<file path="config.mk">
export PLATFORM = sky130hd
export DESIGN_NAME = mfs_mul
export DESIGN_NICKNAME = d
export VERILOG_FILES = /design/src/design/mfs_pkg.sv /design/src/design/mfs_mul.sv
export SDC_FILE = /design/constraint.sdc
export NUM_CORES = 1
export LEC_CHECK = 0
export CAP_MARGIN = 20
export CORE_MARGIN = 1
export CORE_UTILIZATION = 45
export DETAILED_ROUTE_END_ITERATION = 8
export DONT_BUFFER_PORTS = 1
export GPL_TIMING_DRIVEN = 0
export PLACE_DENSITY = 0.7
export RECOVER_POWER = 50
export SLEW_MARGIN = 20
export SYNTH_ARGS = -nofsm -noshare
export SYNTH_HDL_FRONTEND = slang
export SYNTH_SLANG_ARGS = --single-unit
</file>
<file path="constraint.sdc">
create_clock -name clk -period 18.5 [get_ports clk]
set_input_delay 3.7 -clock clk [delete_from_list [all_inputs] [get_ports clk]]
set_output_delay 3.7 -clock clk [all_outputs]
set_load 0.02 [all_outputs]
</file>
<file path="src/design/mfs_pkg.sv">
// Shared constants, types and state codes for the multiplicative function sieve.
package mfs_pkg;

    localparam int MAX_N      = 4096;
    localparam int MAX_PRIMES = 564;

    localparam int N_W   = 13;   // numbers 0..MAX_N
    localparam int LPF_W = 12;   // stored least prime factor / quotient
    localparam int PL_AW = 10;   // prime list index and count
    localparam int MUL_W = 16;   // shared multiplier operand width

    localparam logic [N_W-1:0] TOP_MAX = N_W'(MAX_N);

    localparam logic [12:0] TOT_SAT = 13'h1FFF;
    localparam logic [6:0]  CNT_SAT = 7'h7F;
    localparam logic [15:0] SUM_SAT = 16'hFFFF;

    localparam logic FUNC_BUILD = 1'b0;
    localparam logic FUNC_QUERY = 1'b1;

    localparam logic [1:0] STAT_OK        = 2'd0;
    localparam logic [1:0] STAT_RANGE     = 2'd1;
    localparam logic [1:0] STAT_NOT_BUILT = 2'd2;

    localparam logic signed [1:0] MOB_ONE  = 2'sb01;
    localparam logic signed [1:0] MOB_NEG  = 2'sb11;
    localparam logic signed [1:0] MOB_ZERO = 2'sb00;

    typedef struct packed {
        logic signed [1:0] mob;
        logic [12:0]       tot;
        logic [6:0]        cnt;
        logic [15:0]       sum;
    } entry_t;

    typedef enum logic [4:0] {
        ST_IDLE,
        ST_CLR,
        ST_INIT,
        ST_SRD,
        ST_SLPF,
        ST_SPRD,
        ST_SMUL,
        ST_SCHK,
        ST_FRD,
        ST_FP,
        ST_FDRD,
        ST_FDIV,
        ST_FACC,
        ST_PPW,
        ST_TRD1,
        ST_TRD2,
        ST_TM1,
        ST_TM2,
        ST_TM3,
        ST_TM4,
        ST_QRD,
        ST_QSET,
        ST_OUT
    } state_t;

endpackage

</file>
<file path="src/design/mfs_mul.sv">
// Shared registered multiplier used by sieve, prime power and combine steps.
module mfs_mul
(
    input  logic                          clk,
    input  logic                          en,
    input  logic [mfs_pkg::MUL_W-1:0]     a,
    input  logic [mfs_pkg::MUL_W-1:0]     b,
    output logic [2*mfs_pkg::MUL_W-1:0]   prod
);

    logic [2*mfs_pkg::MUL_W-1:0] prod_reg;

    // product held until the next enabled operation
    always_ff @(posedge clk)
    begin
        if (en)
        begin
            prod_reg <= a * b;
        end
    end

    assign prod = prod_reg;

endmodule

</file>
==> impl_metrics.csv <==
group,metric,value,unit
run_status,status,"completed",
grt,grt_pass1_wl,36400,um
timing,tns,0,ps
grt,grt_max_degree,33,
timing,relSlewSlack,47.7,%
route,wl_per_cell,17.3,um
critical_path,worstPathCellList,"clkbuf_1, nand2_1, fa_1, fa_1, fa_1, fa_1, inv_1, fa_1, inv_1, fa_1, inv_1, ha_1, nand3_1, nor2_1, o2111ai_1, a31oi_1, nor3_1, xnor2_1",
flow_run,max_cap_viol_count,0,
grt,grt.total_usage,21.8,%
finish,synthToLayoutAreaGrowth,5.32,%
yosys,synth_edf_count,32,
clock_network,ctsLongestPathBuffers,2,
yosys,ys_warn_count,0,
yosys,ys_ff_latch,32,
critical_path,cp.required,18540,ps
yosys,avgSynthCellArea,9.29,um^2
critical_path,cp.arrival,9350,ps
yosys,async_flop_share,0,%
route,detail-route-antenna-nets,0,
finish,largest_reg_flops,32,
finish,layout.nets,1375,
finish,layout_commonest_cell,"inv_1",
placed_design,numPortBuffers,0,
finish,multi_input_area,0.00764,mm^2
yosys,synth_area_leader_cell,"fa_1",
clock_network,holdBufCountCts,0,
yosys,syn_nets,1368,
floorplanning,core_area,0.0210,mm^2
clock_network,cts_buffers,5,
critical_path,path_common_cell,"fa_1",
finish,seq_area,961,um^2
grt,antenna_found_initial,0,
floorplanning,io_pins,66,
route,drtIter0Drc,394,
yosys,syn_inst,1036,
worst_hold_path,hold_path_depth,0,
timing,drv_slew,0,
clock_network,clkTransAtPathRegs,60,ps
timing,hold_viol,0,
timing,fin_crit,9310,ps
critical_path,crit_fanout,10,
floorplanning,start_util,45.8,%
timing,setup_viol,0,
floorplanning,die_x,148,um
finish,final_cell_mix,"inv_1, fa_1, nand2_1, and2_1, ha_1",
finish,num_antenna_cells,0,
route,drtPass1Iterations,5,
finish,drive_gt1_share,2.39,%
critical_path,cp_slowest_stage_delay,580,ps
floorplanning,rows,53,
worst_hold_path,hold_path_class,"in2reg",
yosys,netlist.area_leader.share,40.4,%
timing,post-route-period-util,50.3,%
worst_hold_path,whs_endpoint,"prod[6]",
worst_hold_path,min-delay-start,"en",
yosys,synth_area_leaders,"fa_1, ha_1, edfxtp_1",
placed_design,globalplace.congestion,0.939,
clock_network,clock-root-buffer,"clkbuf_16",
route,via_per_inst,5.40,
critical_path,cp-start-kind,"input pin",
floorplanning,die_h,148,um
clock_network,post_cts_buffers,0,
route,drcViolationCount,0,
floorplanning,dieArea,0.0220,mm^2
clock_network,ctsResizeCount,0,
critical_path,crit_type,"in2reg",
grt,gr-total-overflow,0,
clock_network,cts_sinks,32,
yosys,yosysUniqueCellTypes,47,
yosys,ys.flop_type,"edfxtp_1",
placed_design,dp_hpwl,19400,um
yosys,ys_seq_area_share,9.99,%
finish,nFillCells,1952,
timing,timing.fmax,107,MHz
critical_path,worst_setup_path_end_kind,"flop",
route,routed_wl,22800,um
grt,grt_pass1_vias,7115,
route,vias,7126,
clock_network,cts_tree,"done",
yosys,syn_area,0.00962,mm^2
critical_path,slowest_stage,"clkbuf_1",
timing,rsz0062_at_grt,"no",
timing,tightest_slew,785,ps
clock_network,ctsHtreeMaxLevel,2,
-- area by class of cell --
type,count,area share (%)
Buffer,41,1.82
Inverter,224,8.30
Clock inverter,3,0.420
Clock buffer,5,1.23
Sequential cell,32,9.48
Tap cell,275,3.40
Multi-Input combinational cell,739,75.4
-- worst max-delay path by stage --
stage / start / to / slack, ps / depth (start not counted)
2_1_floorplan: a[14] / prod[27] / 9620 / 20
3_3_place_gp: a[8] / prod[26] / 8910 / 18
3_5_place_dp: a[8] / prod[26] / 8900 / 18
4_1_cts: a[8] / prod[26] / 9200 / 18
5_1_grt: a[8] / prod[28] / 8940 / 19
6_report: a[8] / prod[26] / 9190 / 18
-- worst max-delay path, delay by kind of cell --
family | cells | cell delay [ps]
adder cells (fa/ha/maj) | 7 | 3420
buffers and inverters | 4 | 730
AO/OA/AOI/OAI | 2 | 680
AND/OR/NAND/NOR | 4 | 680
XOR/XNOR | 1 | 140
-- synth_stat cells, types with 2 or more instances --
cell	count
inv_1	224
fa_1	194
nand2_1	151
and2_1	126
ha_1	104
clkbuf_1	34
edfxtp_1	32
a21oi_1	21
xnor2_1	19
nor2_1	15
a21o_1	10
nand3_1	9
nand4_1	9
o21ai_1	9
nor3_1	8
o21ai_0	8
xor2_1	8
a31oi_1	6
nor2b_1	4
o21bai_1	4
a211oi_1	3
buf_2	3
buf_6	3
nand2b_1	3
a21o_2	2
a221o_1	2
a31o_1	2
a41oi_1	2
nor3_2	2
o21a_1	2
-- per-stage QoR --
| step | area (um^2) | hold slack [ps] | instances | utilization [%] | setup WS [ps] |
|---|---|---|---|---|---|
| after floorplan | 9620 | 3810 | 1036 | - | 9620 |
| after global placement | 9970 | 3820 | 1311 | 47.4 | 8910 |
| after detailed placement | 9970 | 3820 | 1311 | 47.4 | 8900 |
| after CTS | 10100 | 3520 | 1319 | 48.2 | 9200 |
| after global routing | 10100 | 3520 | 1319 | 48.2 | 8940 |
| final | 10100 | 3530 | 1319 | 48.2 | 9190 |
-- cells by family (layout without fill, tap and decap cells) --
family,after synthesis,after routing,synth area share (%)
fa+ha+maj,298,298,53.9
flops,32,32,9.99
xor+xnor,27,27,2.46
simple gates,330,330,17.1
compound gates,84,84,5.96
buf+inv,265,273,10.7
-- metal layers --
layer	wire length [um]	up-vias	track usage (%)
met5	0	-	0
met4	728	0	6.70
met3	1760	47	4.05
met2	11300	275	37.0
met1	9060	3639	28.3
li1	-	3165	-
Power is left out: the tool's default activity adds up to more than one toggle a clock period on the data nets, which glitch-free logic cannot reach.
